$ cat config.mk
export PLATFORM = sky130hd
export DESIGN_NAME = brs_blend
export DESIGN_NICKNAME = d
export VERILOG_FILES = /design/src/rtl/brs_pkg.sv /design/src/rtl/brs_blend.sv
export SDC_FILE = /design/constraint.sdc
export NUM_CORES = 1
export LEC_CHECK = 0
export BUFFER_PORTS_ARGS = -buffer_cell sky130_fd_sc_hd__buf_2
export CORE_UTILIZATION = 42
export DETAILED_ROUTE_END_ITERATION = 10
export GPL_TIMING_DRIVEN = 0
export SETUP_SLACK_MARGIN = 0.02
export SYNTH_ARGS = -nofsm -noshare
export SYNTH_HDL_FRONTEND = slang
export SYNTH_SLANG_ARGS = --single-unit
$ cat constraint.sdc
create_clock -name clk -period 6 [get_ports clk]
set_clock_uncertainty 0.15 [all_clocks]
set_input_delay 1.5 -clock clk [delete_from_list [all_inputs] [get_ports clk]]
set_output_delay 1.5 -clock clk [all_outputs]
set_load 0.03 [all_outputs]
$ cat src/rtl/brs_pkg.sv
// Shared types and constants of the bilinear image resizer.
package brs_pkg;

  localparam int COORD_W    = 10;
  localparam int CHAN_W     = 8;
  localparam int PIX_W      = 3 * CHAN_W;
  localparam int DIV_W      = 10;
  localparam int OUT_MAX    = 1024;
  localparam int CHAN_MAX   = 255;
  localparam int IN_DATA_W  = 48;
  localparam int OUT_DATA_W = 48;
  localparam int CFG_ADDR_W = 2;
  localparam int CFG_DATA_W = 11;

  localparam logic OP_LOAD    = 1'b0;
  localparam logic OP_REQUEST = 1'b1;

  typedef enum logic [CFG_ADDR_W-1:0] {
    CFG_SRC_WIDTH  = 2'd0,
    CFG_SRC_HEIGHT = 2'd1,
    CFG_OUT_WIDTH  = 2'd2,
    CFG_OUT_HEIGHT = 2'd3
  } cfg_idx_t;

  typedef struct packed {
    logic clear;
    logic acc_en;
  } acc_ctrl_t;

endpackage

$ cat src/rtl/brs_blend.sv
// Per-channel weighted accumulation of the four neighbours and saturation.
module brs_blend #(
  parameter int FRAC_BITS = 8
) (
  input  logic                                  clk,
  input  brs_pkg::acc_ctrl_t                    ctrl,
  input  logic [2*FRAC_BITS:0]                  weight,
  input  logic [brs_pkg::PIX_W-1:0]             pixel,
  output logic [2:0][brs_pkg::CHAN_W-1:0]       chan
);

  import brs_pkg::*;

  localparam int ACC_W = 2 * FRAC_BITS + CHAN_W + 1;
  localparam int V_W   = ACC_W - 2 * FRAC_BITS;

  logic [ACC_W-1:0] acc_r [3];
  logic [ACC_W-1:0] prod  [3];
  logic [V_W-1:0]   v     [3];

  always_comb begin
    for (int c = 0; c < 3; c++) begin
      prod[c] = ACC_W'(pixel[c*CHAN_W +: CHAN_W]) * ACC_W'(weight);
      v[c]    = acc_r[c][ACC_W-1:2*FRAC_BITS];
      chan[c] = (v[c] > V_W'(CHAN_MAX)) ? CHAN_W'(CHAN_MAX) : v[c][CHAN_W-1:0];
    end
  end

  always_ff @(posedge clk) begin
    for (int c = 0; c < 3; c++) begin
      if (ctrl.clear) begin
        acc_r[c] <= '0;
      end else if (ctrl.acc_en) begin
        acc_r[c] <= acc_r[c] + prod[c];
      end
    end
  end

endmodule

==> flow_metrics.env <==
export IMPL_syn_to_final_growth_pct=16.57
export IMPL_synth_fp_nets=2510
export IMPL_worst_path_buf_inv=5
export IMPL_crit_path_max_incr_delay_ns=0.54
export IMPL_crit_family="adder cells"
export IMPL_grt_pass1_wl_um=76910
export IMPL_placed_cell_area_um2=18910
export IMPL_hp_class="flip-flop to flip-flop"
export IMPL_synth_xor_area_share_pct=2.655
export IMPL_routedWlPerCell_um=17.98
export IMPL_cp_required_ns=5.95
export IMPL_arrival_ns=5.89
export IMPL_num_vias=13312
export IMPL_clockBufferDepth=2
export IMPL_grtUsageTotal_pct=23.26
export IMPL_ff2ff_path_depth=17
export IMPL_syn_area_um2=17810
export IMPL_place_congestion=0.8753
export IMPL_path_clk_slew_ns=0.07
export IMPL_slew_violations=0
export IMPL_overflow=0
export IMPL_hold_path_end="acc_r[2][0]"
export IMPL_root_buffer="clkbuf_16"
export IMPL_synth_simple_area_share_pct=18.40
export IMPL_synth_most_common_cell="inv_1"
export IMPL_synth_top_area_share_pct=38.10
export IMPL_die_h_um=207.9
export IMPL_die_area_um2=43240
export IMPL_cts_sinks=75
export IMPL_nNetsFinal=2642
export IMPL_worstMarginPinSlew_ns=1.048
export IMPL_layout_setup_ws_ns=0.06503
export IMPL_fin_setup_tns_ns=0
export IMPL_cp_max_fo=10
export IMPL_slew_headroom_pct=30.16
export IMPL_synth_enable_flop_cells=75
export IMPL_cts_buffers=9
export IMPL_pin_count=68
export IMPL_initial_core_util_pct=42.56
export IMPL_hold_viol_final=0
export IMPL_io_buffers=63
export IMPL_yosys_area_share_adder_pct=47.37
export IMPL_status="finished, violations left"
export IMPL_layout_top_registers="acc_r x75"
export IMPL_r2r_end="acc_r[1][23]"
export IMPL_finalCritPeriodShare_pct=98.92
export IMPL_cpMostUsedCell="fa_1"
export IMPL_fp_dieW_um=207.9
export IMPL_fillCellCount=3950
export IMPL_seq_area_frac_synth_pct=12.64
export IMPL_clk_latency_ns=0.39
export IMPL_synth_avg_cell_area_um2=8.929
export IMPL_pre_cts_ws_ns=-1.043
export IMPL_antennaDiodeCount=0
export IMPL_htreeDepth=3
export IMPL_antenna_found_initial=2
export IMPL_fmax_ghz=0.1685
export IMPL_synthArstFlopShare_pct=0
export IMPL_fin_crit_ns=5.935
export IMPL_yosysWarningCount=0
export IMPL_r2r_start="acc_r[1][7]"
export IMPL_crit_path_top_delay_cell="fa_1"
export IMPL_muxShareOfSynthArea_pct=0.1194
export IMPL_dr_pass1_iters=10
export IMPL_yosysTopAreaCell="fa_1"
export IMPL_synthTopCellsByArea="fa_1 38%, edfxtp_1 13%, inv_1 11%"
export IMPL_cts_tree="yes"
export IMPL_hold_start="acc_r[2][0]"
export IMPL_endpoint_kind="flip-flop"
export IMPL_synth_top_family_by_area="adder cells"
export IMPL_holdPathStages=2
export IMPL_regMostFlops="acc_r"
export IMPL_failed_checks="DRC"
export IMPL_final_area_um2=20760
export IMPL_largest_reg_flops=75
export IMPL_row_count=75
export IMPL_totalWireLength_um=48010
export IMPL_start_kind="primary input"
export IMPL_final_layout_size_suffix_gt1_share_pct=14.12
export IMPL_worstSetupPathType="primary input to flip-flop"
export IMPL_rsz0062_at_grt="yes"
export IMPL_setup_viol=0
export IMPL_synthTopCellsByCount="513 x inv_1, 339 x fa_1, 275 x and2_1"
export IMPL_maxCapViolCount=0
export IMPL_synthFlopType="edfxtp_1"
export IMPL_core_um2=41850
export IMPL_ys_ff_latch=75
export IMPL_grt_max_degree=50
export IMPL_grt_pass1_vias=14185
export IMPL_via_per_inst=4.986
export IMPL_drc=2
export IMPL_dp_hpwl_um=38660
export IMPL_synth_compound_area_share_pct=6.406
export IMPL_syn_inst=1995
export IMPL_r2r_slack_ns=1.07
export IMPL_ys_types=55
export IMPL_ant_nets=0
export IMPL_first_iter_violations=728
export IMPL_crit_chain="buf_8 > clkbuf_16 > and2_4 > fa_1 > fa_1 > fa_1 > inv_1 > fa_1 > inv_1 > ha_4 > and3_1 > a221o_1 > a221oi_4 > buf_6 > o31ai_4 > a31oi_1 > xor2_1 > nor2_2"
## worst max path at each step
| stage | startpoint | end | slack, ns | cells after the start |
|---|---|---|---|---|
| global placement | weight[13] | acc_r[2][22] | -0.98 | 18 |
| finish | weight[6] | acc_r[1][23] | 0.07 | 18 |
| CTS | weight[6] | acc_r[1][23] | 0.02 | 18 |
| detailed placement | weight[11] | acc_r[1][24] | -1.04 | 18 |
| global route | weight[6] | acc_r[1][23] | -0.07 | 19 |
| floorplan | pixel[16] | acc_r[2][22] | 0.03 | 18 |
## through the flow
step                cells  utilization (%)  hold slack, ns
floorplan            1995                -          0.4722
global placement     2597            45.10          0.4861
detailed placement   2598            45.17          0.4907
CTS                  2628            47.65          0.5118
global route         2670            49.61          0.5399
finish               2670            49.61          0.5181
## final cells by class
class	count	area, µm²	area share [%]
Timing Repair Buffer	124	1005	4.839
Clock inverter	6	128.9	0.6206
Tap cell	539	674.4	3.248
Sequential cell	75	2252	10.85
Clock buffer	9	225.2	1.085
Inverter	513	1926	9.273
Buffer	73	852.1	4.103
Multi-Input combinational cell	1331	13700	65.99
## worst min-delay path: stages, from the launching register on
cell and delay [ns]:
edfxtp_1 0.33, ha_1 0.12, and2_1 0.11
## cell usage in the layout (no fill, tap or decap), types with 5 or more instances in the layout
cell type	instances
inv_1	511
fa_1	333
and2_1	274
nand2_1	182
ha_1	111
nor2_1	75
edfxtp_1	75
buf_4	63
buf_2	45
a21oi_1	45
xnor2_1	34
or2_2	26
a21o_1	22
clkbuf_16	21
xor2_1	20
o21ai_0	17
clkbuf_4	16
buf_8	16
buf_6	15
nor3_1	15
ha_2	13
and3_1	10
o21a_1	10
buf_12	9
a21oi_2	9
clkbuf_1	8
nand2b_1	8
o21bai_1	8
ha_4	8
a31oi_1	7
o21ai_1	7
nand3_1	7
nor2b_1	6
fa_2	6
clkbuf_2	5
nand4_1	5
a211oi_1	5
## per-layer routing
layer	GRT usage, %	routed length, µm	vias to the layer above
met4	9.272	1618	2
met2	38.19	22920	310
met5	0	13	-
li1	-	-	6205
met1	30.83	21050	6732
met3	3.653	2409	63
## what timing repair did
action | 4_1_cts | 5_1_grt
cloned | 0 | 3
gates resized for setup | 154 | 155
hold buffers | 0 | 0
endpoints found under the setup margin | 33 | 28
setup buffers | 16 | 41
pin swaps | 9 | 37
## cells by family (layout without fill, tap and decap cells)
| group | Yosys count | count (layout) |
|---|---|---|
| AND/OR/NAND/NOR | 632 | 632 |
| multiplexers | 2 | 2 |
| flip-flops | 75 | 75 |
| AO/OA/AOI/OAI | 172 | 172 |
| adder cells (fa/ha/maj) | 471 | 471 |
| buffers and inverters | 589 | 725 |
| XOR/XNOR | 54 | 54 |
Power is not shown: default switching activity piles up to over one toggle a cycle in this logic, so the estimate is an artifact.
