[src/rtl/brs_div.sv]
// Bit-serial restoring divider, one quotient bit per cycle.
module brs_div #(
  parameter int NUM_W = 27,
  parameter int DEN_W = 10
) (
  input  logic             clk,
  input  logic             rst_n,
  input  logic             start,
  input  logic [NUM_W-1:0] num,
  input  logic [DEN_W-1:0] den,
  output logic             busy,
  output logic [NUM_W-1:0] quot
);

  localparam int CNT_W = $clog2(NUM_W + 1);

  logic [NUM_W-1:0] quo_r;
  logic [DEN_W-1:0] rem_r;
  logic [DEN_W-1:0] den_r;
  logic [CNT_W-1:0] cnt_r;
  logic             busy_r;
  logic [DEN_W:0]   trial;
  logic [DEN_W:0]   diff;
  logic             ge;

  always_comb begin
    trial = {rem_r, quo_r[NUM_W-1]};
    diff  = trial - {1'b0, den_r};
    ge    = trial >= {1'b0, den_r};
  end

  always_ff @(posedge clk) begin
    if (!rst_n) begin
      busy_r <= 1'b0;
      cnt_r  <= '0;
    end else if (start) begin
      quo_r  <= num;
      rem_r  <= '0;
      den_r  <= den;
      cnt_r  <= CNT_W'(NUM_W);
      busy_r <= 1'b1;
    end else if (busy_r) begin
      quo_r <= {quo_r[NUM_W-2:0], ge};
      rem_r <= ge ? diff[DEN_W-1:0] : trial[DEN_W-1:0];
      cnt_r <= cnt_r - CNT_W'(1);
      if (cnt_r == CNT_W'(1)) begin
        busy_r <= 1'b0;
      end
    end
  end

  assign busy = busy_r;
  assign quot = quo_r;

endmodule

[config.mk]
export PLATFORM = sky130hd
export DESIGN_NAME = brs_div
export DESIGN_NICKNAME = d
export VERILOG_FILES = /design/src/rtl/brs_div.sv
export SDC_FILE = /design/constraint.sdc
export NUM_CORES = 1
export LEC_CHECK = 0
export BUFFER_PORTS_ARGS = -buffer_cell sky130_fd_sc_hd__buf_4
export CORE_ASPECT_RATIO = 1.25
export CORE_MARGIN = 5
export CORE_UTILIZATION = 35
export CTS_BUF_LIST = sky130_fd_sc_hd__clkbuf_2
export DETAILED_ROUTE_END_ITERATION = 16
export GPL_TIMING_DRIVEN = 0
export HOLD_SLACK_MARGIN = 0.02
export PLACE_DENSITY_LB_ADDON = 0.08
export REMOVE_ABC_BUFFERS = 1
export SLEW_MARGIN = 20
export SYNTH_ARGS = -nofsm -noshare
export SYNTH_HDL_FRONTEND = slang
export SYNTH_SLANG_ARGS = --single-unit
[constraint.sdc]
create_clock -name clk -period 2.9 [get_ports clk]
set_input_delay 0.29 -clock clk [delete_from_list [all_inputs] [get_ports clk]]
set_output_delay 0.29 -clock clk [all_outputs]
set_load 0.1 [all_outputs]
==> impl_results.md, run 1 <==
* Largest family of logic cells by synthesized area: multiplexers
* Final wirelength at 5890 um
* Clock Sinks at 53
* DR vias at slightly below 2000
* Crit path kind: register to register
* CP Depth at 6
* Crit path launch type: register
* Post-Synth Adder-Cell Area at under 10%
* Skew-Pair Late Insertion Delay at 0.42 ns
* Io pins at 68
* Wire per inst at 15.1 um
* Sequential cell area fraction in the yosys report at 55.1%
* Setup tns final at 0 ns
* Initial DRC count at 113
* Peak Freq at ~400 MHz
* CP Capture Type: register
* Post-Synthesis Cell Area at 2780 sq um
* Die H at roughly 110 um
* Post-synth top area share at 50.8%
* Slowest cell on the critical path: a311o_2
* R2R Path End: rem_r[4]
* CP Data Arrival Time at 2.69 ns
* Yosys cell types at 46
* Yosys warns at 0
* Starting Density at a little over a third
* # resized after CTS at 0
* Synth Area in Compound Gates at 12.3%
* Max-Slew Margin vs Limit at 64.2%
* Area Overhead vs Synth at 27.0%
* Max VDD drop at 0.000248 V
* Crit Reg-Reg Startpoint: rem_r[5]
* Power Dens Cells at 522 nW/um^2
* Xor and xnor area share after synthesis at between 2 and 2.5%
* Total track usage at 11.8%
* Rows at 36
* Layout cells sized above 1 at 37.2%
* Post-CTS setup buffer count at 0
* Buffers & Inverters on Critical Path at 0
* Main synth FF type: edfxtp_1
* Core Box Area at just under 8000 sq um
* Simple-Gate Fraction of Synth Area at 7.34%
* CTS max path bufs at 2
* Area contributors post-synth: edfxtp_1 (51%), mux2_2 (11%), ha_1 (5.4%)
* Status: finished clean
* Average cell area after synthesis at 12.8 sq um
* First-pass GRT wire length at 9430 um
* HPWL after detailed placement at roughly 4300 um
* Worst Slack Setup Final at 0.418 ns
* Number of synthesized register bits at 53
* Synth area leader: edfxtp_1
* Initial antenna violation count at 0
* Final net count at ~350
* Asr flop ratio synth at 0%
* Crit Path Max Fanout at 7
* Post-synth EDFFs at 47
* Top delay family on crit path: compound AO/OA/AOI/OAI gates
* N_diodes at 0
* Clock root buffer master: clkbuf_2
* Hold Path Cell Cnt at 2
* Worst Skew at 0.0151 ns
* Fin. max-slew vios at 0
* Flop-to-flop setup slack at 0.42 ns
* Die footprint at 9840 sq um
* Die W at 89.7 um
* Global route total overflow at 0
* R2R cell count at 6
* Vias in the first global route at 1955
* Reg clk slew, reported paths at around 0.25 ns
* Worst Hold Path EP: cnt_r[1]
* Num CTS Buffers at 5
* Core Util, Final at between 40% and 50%
* RSZ-0062 raised after global routing: no
* Endpoints failing hold at 0
* Final setup vio count at 0
* CTS tree: done
* Worst endpoint required time at 3.11 ns
* Min-delay src: rst_n
* DR vias/cell at 5.06
* Post-layout min period at 2.48 ns
* Largest net degree at the start of global routing at 40
* Max-Cap Viols at 0
* Hold crit path type: input port to register
* Tcrit/Tclk final at 85.6%
* CTS HTree Levels at 2
* Leak Pwr at 1.42 nW
* Cell breakdown of the critical path: ha_1 -> a21oi_2 -> o211ai_1 -> a311o_2 -> a21oi_4 -> mux2_4
* Post-Syn Instances at 218
* Worst Max-Slew Pin Slew at 0.537 ns
* DRC at 0
* Pre-Repair DR Iteration Count at 6
* Port Buffers at 67
* Placer congestion estimate at between 0.7 and 0.8
* Mux share of post-synthesis cell area at a little over an eighth
* Final ANT Viol Nets at 0
* DP Worst Slack at 0.432 ns
* Worst path max stage delay at between 0.4 and 0.5 ns
worst max-delay path by stage:
| stage | slack [ns] | to | from |
|---|---|---|---|
| floorplan | 0.06 | rem_r[0] | quot[26] |
| global placement | 0.40 | quot[25] | start |
| detailed placement | 0.43 | rem_r[0] | rem_r[5] |
| CTS | 0.40 | rem_r[4] | rem_r[5] |
| global route | 0.28 | rem_r[4] | rem_r[5] |
| finish | 0.42 | rem_r[4] | rem_r[5] |
cells in the final DEF, fill, tap and decap left out, types with 3 or more instances in the layout:
master | Yosys | final
a21boi_0 | 4 | 4
buf_4 | 0 | 67
mux2i_1 | 4 | 4
dfxtp_1 | 6 | 6
nand3_1 | 4 | 4
edfxtp_1 | 47 | 47
a211oi_1 | 9 | 9
a21oi_1 | 5 | 5
inv_1 | 17 | 16
o21ai_0 | 8 | 8
mux2_2 | 27 | 27
nand2_1 | 11 | 11
clkbuf_2 | 0 | 5
dlygate4sd3_1 | 0 | 10
nor3_1 | 4 | 4
xor2_1 | 3 | 3
xnor2_1 | 4 | 4
nor2_1 | 8 | 8
ha_1 | 12 | 12
metrics by stage:
step           hold WS [ns]  power, W  std cells  cell area (sq um)
3_5_place_dp          0.470   0.00157        373               3390
2_1_floorplan         0.389   0.00141        210               2750
4_1_cts              0.0872   0.00187        391               3530
6_report              0.125   0.00184        391               3530
5_1_grt              0.0709   0.00195        391               3530
3_3_place_gp          0.469   0.00157        372               3370
Yosys cell counts (2+ instances only):
master / instances
buf_2: 3
a21oi_2: 2
a31oi_1: 2
dfxtp_1: 6
mux2i_1: 4
clkbuf_1: 5
inv_1: 17
nand3_1: 4
o211ai_1: 2
o21ai_0: 8
edfxtp_1: 47
a211oi_1: 9
mux2_2: 27
a21boi_0: 4
a21o_1: 2
nor2b_1: 2
and3_1: 2
ha_1: 12
xnor2_1: 4
a21oi_1: 5
o21a_1: 2
mux2_4: 2
nor3_1: 4
xor2_1: 3
nand2b_1: 2
nand2_1: 11
nor2_1: 8
registers in the layout (all words and copies together) (netlist names):
name / flops
quot: 27
den_r: 10
rem_r: 10
cnt_r: 5
busy: 1
layer usage:
metal | vias up | global-route usage, % | share of wire (%)
met5 | - | 0 | 0
met4 | 0 | 3.89 | 0.88
met3 | 6 | 3.22 | 4.8
met2 | 46 | 19.7 | 51
met1 | 947 | 15.0 | 43
li1 | 978 | - | -
worst register-to-register path: stages (launching register included):
cell and delay [ns]:
edfxtp_1 0.46, ha_1 0.42, a21oi_2 0.19, o211ai_1 0.11, a311o_2 0.48, a21oi_4 0.30
mux2_4 0.33
cell families (layout without fill, tap and decap cells):
kind of cell               Yosys count  after routing
AOI/OAI and AO/OA                   47             47
xor gates and xnor gates             7              7
adders and majority gates           13             13
buffers and inverters               25            103
DFF                                 53             53
muxes                               33             33
and+or+nand+nor                     40             40
timing repair:
| item | CTS | global route |
|---|---|---|
| hold endpoints to repair | 10 | 0 |
| hold buffers | 10 | 0 |
| endpoints found under the setup margin | 0 | 0 |
layout make-up:
class | instances | area (sq um)
Fill cell | 742 | 4260
Clock inverter | 3 | 17.5
Sequential cell | 53 | 1530
Tap cell | 95 | 119
Timing Repair Buffer | 78 | 623
Multi-Input combinational cell | 140 | 1150
Clock buffer | 5 | 25.0
Inverter | 17 | 63.8
where the power goes:
group | switching [W] | leakage, nW | total (W) | internal, W
registers | 0.0000315 | 0.498 | 0.000938 | 0.000906
clock network | 0.000228 | 0.0304 | 0.000286 | 0.0000575
logic | 0.000395 | 0.895 | 0.000620 | 0.000225
Note: power is estimated with default switching activity, not from simulation.
==> run 2, diff against run 1 <==
==> constraint.sdc (replaced) <==
create_clock -name clk -period 2.5 [get_ports clk]
set_input_delay 0.25 -clock clk [delete_from_list [all_inputs] [get_ports clk]]
set_output_delay 0.25 -clock clk [all_outputs]
set_load 0.1 [all_outputs]
==> impl_results.md, run 2 (synthesis results as in run 1) <==
* Status: finished clean
* DR vias/cell at about 5.0
* Io pins at roughly 70
* Post-layout min period at between 2 and 2.5 ns
* Core Box Area at 7790 sq um
* Worst Slack Setup Final at approximately 0.14 ns
* Largest net degree at the start of global routing at 40
* Pre-Repair DR Iteration Count at 4
* N_diodes at 0
* Crit Reg-Reg Startpoint: rem_r[1]
* Max VDD drop at 0.000288 V
* Worst endpoint required time at 2.71 ns
* Initial DRC count at 111
* Non-filler cells in the finished layout at 395
* Layout cells sized above 1 at between 40% and 50%
* Core Util, Final at 46.1%
* Rows at 36
* Endpoints failing hold at 0
* Worst Hold Path EP: cnt_r[1]
* Crit path kind: register to register
* Max reg flops at 27
* Worst Skew at approximately 0.018 ns
* Skew-Pair Late Insertion Delay at about 0.42 ns
* Clock Sinks at between 50 and 60
* First-pass GRT wire length at 9490 um
* Worst Max-Slew Pin Slew at 0.534 ns
* Commonest cells after routing, fill and taps aside: buf_4 (71), edfxtp_1 (47), mux2_2 (27)
* Crit Path Max Fanout at 7
* Vias in the first global route at between 1500 and 2000
* Placer congestion estimate at 0.755
* R2R cell count at 6
* Tcrit/Tclk final at 94.6%
* Final setup vio count at 0
* Min-delay src: rst_n
* CP Data Arrival Time at 2.57 ns
* Area Overhead vs Synth at 29.1%
* CTS max path bufs at 2
* Leak Pwr at 1.44 nW
* Final net count at about 350
* Crit path launch type: register
* R2R Path End: rem_r[4]
* Total track usage at 11.9%
* DR vias at around 2000
* Reg clk slew, reported paths at roughly 0.26 ns
* Die footprint at 9840 sq um
* Max-Slew Margin vs Limit at 64.4%
* Port Buffers at 67
* Max-Cap Viols at 0
* Peak Freq at 423 MHz
* Wire per inst at 15.1 um
* CP Capture Type: register
* Global route total overflow at 0
* CTS tree: done
* Setup tns final at 0 ns
* Fillers at 743
* Final wirelength at a little under 6000 um
* Total power at around 0.0022 W
* RSZ-0062 raised after global routing: no
* Clock root buffer master: clkbuf_2
* CTS HTree Levels at 2
* Hold Path Cell Cnt at 2
* DRC at 0
* HPWL after detailed placement at between 4000 and 5000 um
* Die W at around 90 um
* Power Dens Cells at between 600 and 700 nW/um^2
* Final ANT Viol Nets at 0
* Hold crit path type: input port to register
* Num CTS Buffers at 5
* DP Worst Slack at 0.0318 ns
* Starting Density at 35.7%
* Initial antenna violation count at 0
* Dpl cells at 373
* Commonest non-fill, non-tap cell in the layout: buf_4
* Die H at 110 um
* Flop-to-flop setup slack at 0.14 ns
* Fin. max-slew vios at 0
[run 2: cell count changes in the layout (fill, tap and decap cells not counted)]
cell / previous run / this run
a211oi_1: 9 / 8
a211oi_2: 0 / 1
buf_4: 67 / 71
fa_1: 1 / 0
fa_2: 0 / 1
ha_1: 12 / 9
ha_2: 0 / 2
ha_4: 0 / 1
nor2_1: 8 / 7
nor2_2: 0 / 1
[run 2: through the flow]
step / instance area (sq um) / hold WS (ns)
detailed placement: 3390 / 0.430
global route: 3590 / 0.0309
floorplan: 2750 / 0.349
CTS: 3550 / 0.0472
finish: 3590 / 0.0909
global placement: 3370 / 0.429
[run 2: cell type report]
type	instances	area [sq um]	share of cell area, %
inverter	17	63.8	1.78
multi-input combinational	140	1180	32.8
clock inverter	3	17.5	0.488
timing repair buffer	82	653	18.2
clock buffer	5	25.0	0.697
tap	95	119	3.31
sequential	53	1530	42.7
[run 2: routing by layer]
metal	track usage, %	up-vias	wire length [um]
met4	3.89	0	52
met3	3.22	6	275
met5	0	-	0
met2	19.7	42	3040
met1	15.1	954	2580
li1	-	986	-
[run 2: worst max-delay path, cell delays in order, from the launching register on]
cell,delay [ns]
edfxtp_1,0.46
ha_1,0.41
nand4_1,0.13
o211ai_1,0.11
a311o_2,0.45
a21oi_4,0.26
mux2_4,0.32
[run 2: power by group]
part           total (W)  switching [W]  leakage [nW]  internal [W]
sequential       0.00109      0.0000378         0.498       0.00105
clock           0.000330       0.000264        0.0304     0.0000666
combinational   0.000746       0.000464         0.911      0.000282
[run 2: worst max-delay path by stage]
| stage | start | to | slack [ns] | cells after the start |
|---|---|---|---|---|
| 5_1_grt | rem_r[1] | rem_r[4] | 0.002 | 6 |
| 3_3_place_gp | rem_r[5] | rem_r[4] | 0.01 | 6 |
| 4_1_cts | quot[26] | rem_r[6] | 0.03 | 9 |
| 3_5_place_dp | rem_r[5] | rem_r[0] | 0.03 | 6 |
| 6_report | rem_r[1] | rem_r[4] | 0.14 | 6 |
| 2_1_floorplan | quot[26] | rem_r[0] | -0.34 | 7 |
[run 2: what timing repair did]
action | 4_1_cts | 5_1_grt
setup buffers | 3 | 1
resized for setup | 0 | 6
endpoints found under the setup margin | 1 | 4
pin swaps | 0 | 2
hold endpoints to repair | 10 | 0
hold buffers | 10 | 0
==> run 3, diff against run 2 <==
--- a/config.mk
+++ b/config.mk
@@ -5,6 +5,7 @@
 export SDC_FILE = /design/constraint.sdc
 export NUM_CORES = 1
 export LEC_CHECK = 0
+export ABC_AREA = 1
 export BUFFER_PORTS_ARGS = -buffer_cell sky130_fd_sc_hd__buf_4
 export CORE_ASPECT_RATIO = 1.25
 export CORE_MARGIN = 5
==> impl_results.md, run 3 <==
* Sequential cell area fraction in the yosys report at 53.5%
* CTS HTree Levels at 2
* Endpoints failing hold at 0
* Yosys cell types at 30
* Non-filler cells in the finished layout at approximately 500
* Max-Slew Margin vs Limit at 49.8%
* Io pins at between 60 and 70
* Clock root buffer master: clkbuf_2
* Post-Synth Adder-Cell Area at 5.94%
* Synth Area in Compound Gates at 5.20%
* Fin. max-slew vios at 0
* Leak Pwr at 1.73 nW
* Global route total overflow at 0
* Total track usage at 12.9%
* Worst Slack Setup Final at about 0.32 ns
* DRC at 0
* Crit path launch type: register
* Average cell area after synthesis at 8.95 sq um
* Cell breakdown of the critical path: ha_1 -> nand2_2 -> inv_2 -> nand2_2 -> nand2_1 -> nand2_1 -> nand4_4 -> inv_2 -> nor2_1 -> nor2_2
* Yosys warns at 0
* CP Capture Type: register
* Commonest non-fill, non-tap cell in the layout: nand2_1
* Simple-Gate Fraction of Synth Area at 27.1%
* Fillers at 797
* Reg clk slew, reported paths at approximately 0.26 ns
* Vias in the first global route at 2426
* Rows at 37
* DR vias at roughly 2300
* CP Data Arrival Time at around 2.5 ns
* DP Worst Slack at 0.343 ns
* Placer congestion estimate at 0.721
* Comb pwr share at 33.5%
* N_diodes at 0
* Area contributors post-synth: edfxtp_1 (49%), nand2_1 (16%), ha_1 (5.2%)
* Post-synth EDFFs at 47
* CTS tree: done
* Die H at 111 um
* Mux share of post-synthesis cell area at 0%
* Worst Skew at around 0.021 ns
* Clock network power share at 15.4%
* Slowest cell on the critical path: edfxtp_1
* Final setup vio count at 0
* Initial antenna violation count at 0
* Number of synthesized register bits at 53
* Hold crit path type: input port to register
* Seq pwr share at 51.1%
* Commonest cells after routing, fill and taps aside: nand2_1 (123), buf_4 (67), edfxtp_1 (47)
* Num CTS Buffers at 5
* Worst Max-Slew Pin Slew at roughly 0.75 ns
* CTS max path bufs at 2
* Initial DRC count at 71
* Skew-Pair Late Insertion Delay at 0.42 ns
* Die footprint at slightly above 10000 sq um
* HPWL after detailed placement at between 4000 and 5000 um
* Worst path max stage delay at 0.48 ns
* Post-synth top area share at 49.3%
* DR vias/cell at roughly 4.6
* Switch Pwr at 0.000788 W
* Pre-Repair DR Iteration Count at 4
* Core Box Area at around 8100 sq um
* RSZ-0062 raised after global routing: no
* Largest family of logic cells by synthesized area: simple AND/OR/NAND/NOR gates
* Worst endpoint required time at 2.78 ns
* Sw Ratio at between 30% and 40%
* # resized after CTS at 0
* Power Dens Cells at just under 600 nW/um^2
* Max-Cap Viols at 0
* Crit path kind: register to register
* Synth area leader: edfxtp_1
* Setup tns final at 0 ns
* Area Overhead vs Synth at 26.7%
* Main synth FF type: edfxtp_1
* Port Buffers at 67
* Post-layout min period at 2.18 ns
* Status: finished clean
* Tcrit/Tclk final at 87.1%
* Max VDD drop at 0.000324 V
* Max reg flops at 27
* Top delay family on crit path: simple AND/OR/NAND/NOR gates
* Final wirelength at about 6300 um
* Post-Syn Instances at 320
* Dpl cells at about 480
* Buffers & Inverters on Critical Path at 2
* Top-count cell post-synth: nand2_1
* Clock Sinks at 53
* Wire per inst at 12.7 um
* Peak Freq at 459 MHz
* Most frequent cells after synthesis: nand2_1 (123), edfxtp_1 (47), inv_1 (33)
* Final ANT Viol Nets at 0
* Crit Path Max Fanout at 14
* Final net count at 451
* Largest net degree at the start of global routing at 40
* Starting Density at 35.3%
* Asr flop ratio synth at 0%
* Die W at just over 90 um
* First-pass GRT wire length at approximately 11000 um
* Internal at between 0.001 and 0.0015 W
* Layout cells sized above 1 at 28.3%
* Post-Synthesis Cell Area at 2860 sq um
* Xor and xnor area share after synthesis at approximately 1.2%
[run 3: cell families after synthesis]
kind of cell	after synthesis
XOR/XNOR	4
AO/OA/AOI/OAI	21
adder cells (fa/ha/maj)	13
buffers and inverters	48
flip-flops	53
AND/OR/NAND/NOR	181
[run 3: final cells by class]
class                   count  area, sq um  share of cell area, %
flip-flops and latches     53         1530                   42.2
multi-input cells         219         1140                   31.4
repair buffers             80          651                   17.9
clock inverters             2         10.0                  0.276
well taps                  97          121                   3.34
inverters                  39          146                   4.03
clock buffers               6         30.0                  0.828
[run 3: final timing paths]
kind	startpoint	end	slack, ns	depth (start not counted)
worst max-delay path	rem_r[4]	rem_r[2]	0.32	10
worst min-delay path	num[13]	quot[13]	0.07	3
worst max register to register	rem_r[4]	rem_r[2]	0.32	10
worst min register to register	cnt_r[4]	cnt_r[4]	0.51	2
[run 3: through the flow]
stage | hold slack, ns | total power, W | utilization, % | area [sq um]
floorplan | 0.349 | 0.00162 | - | 2810
global placement | 0.429 | 0.00181 | 42.4 | 3430
detailed placement | 0.430 | 0.00182 | 42.8 | 3470
CTS | 0.0200 | 0.00216 | 44.5 | 3610
global route | 0.0265 | 0.00227 | 44.8 | 3630
finish | 0.0672 | 0.00213 | 44.8 | 3630
[run 3: repair_timing]
| action | in CTS | in global routing |
|---|---|---|
| hold buffers | 10 | 2 |
| setup buffers | 0 | 0 |
| endpoints found under the hold margin | 10 | 2 |
[run 3: layer usage]
layer | vias to the layer above | global-route usage [%] | part of all wire (%)
met5 | - | 0 | 0
met4 | 0 | 3.52 | 0.88
met3 | 4 | 2.65 | 4.1
met2 | 48 | 23.2 | 54
met1 | 1066 | 15.5 | 41
li1 | 1183 | - | -
[run 3: power by group through the flow]
stage | clock (W) | sequential (W) | combinational [W]
5_1_grt | 0.000385 | 0.00110 | 0.000790
4_1_cts | 0.000349 | 0.00109 | 0.000723
6_report | 0.000328 | 0.00109 | 0.000714
2_1_floorplan | 0 | 0.00132 | 0.000304
3_5_place_dp | 0 | 0.00111 | 0.000709
3_3_place_gp | 0 | 0.00111 | 0.000696
[run 3: worst reg2reg max path: cells and delay by family (launching register included)]
family / cells / cell delay (ns)
flip-flops: 1 / 0.48
buffers and inverters: 2 / 0.33
AND/OR/NAND/NOR: 7 / 0.84
adder cells (fa/ha/maj): 1 / 0.39
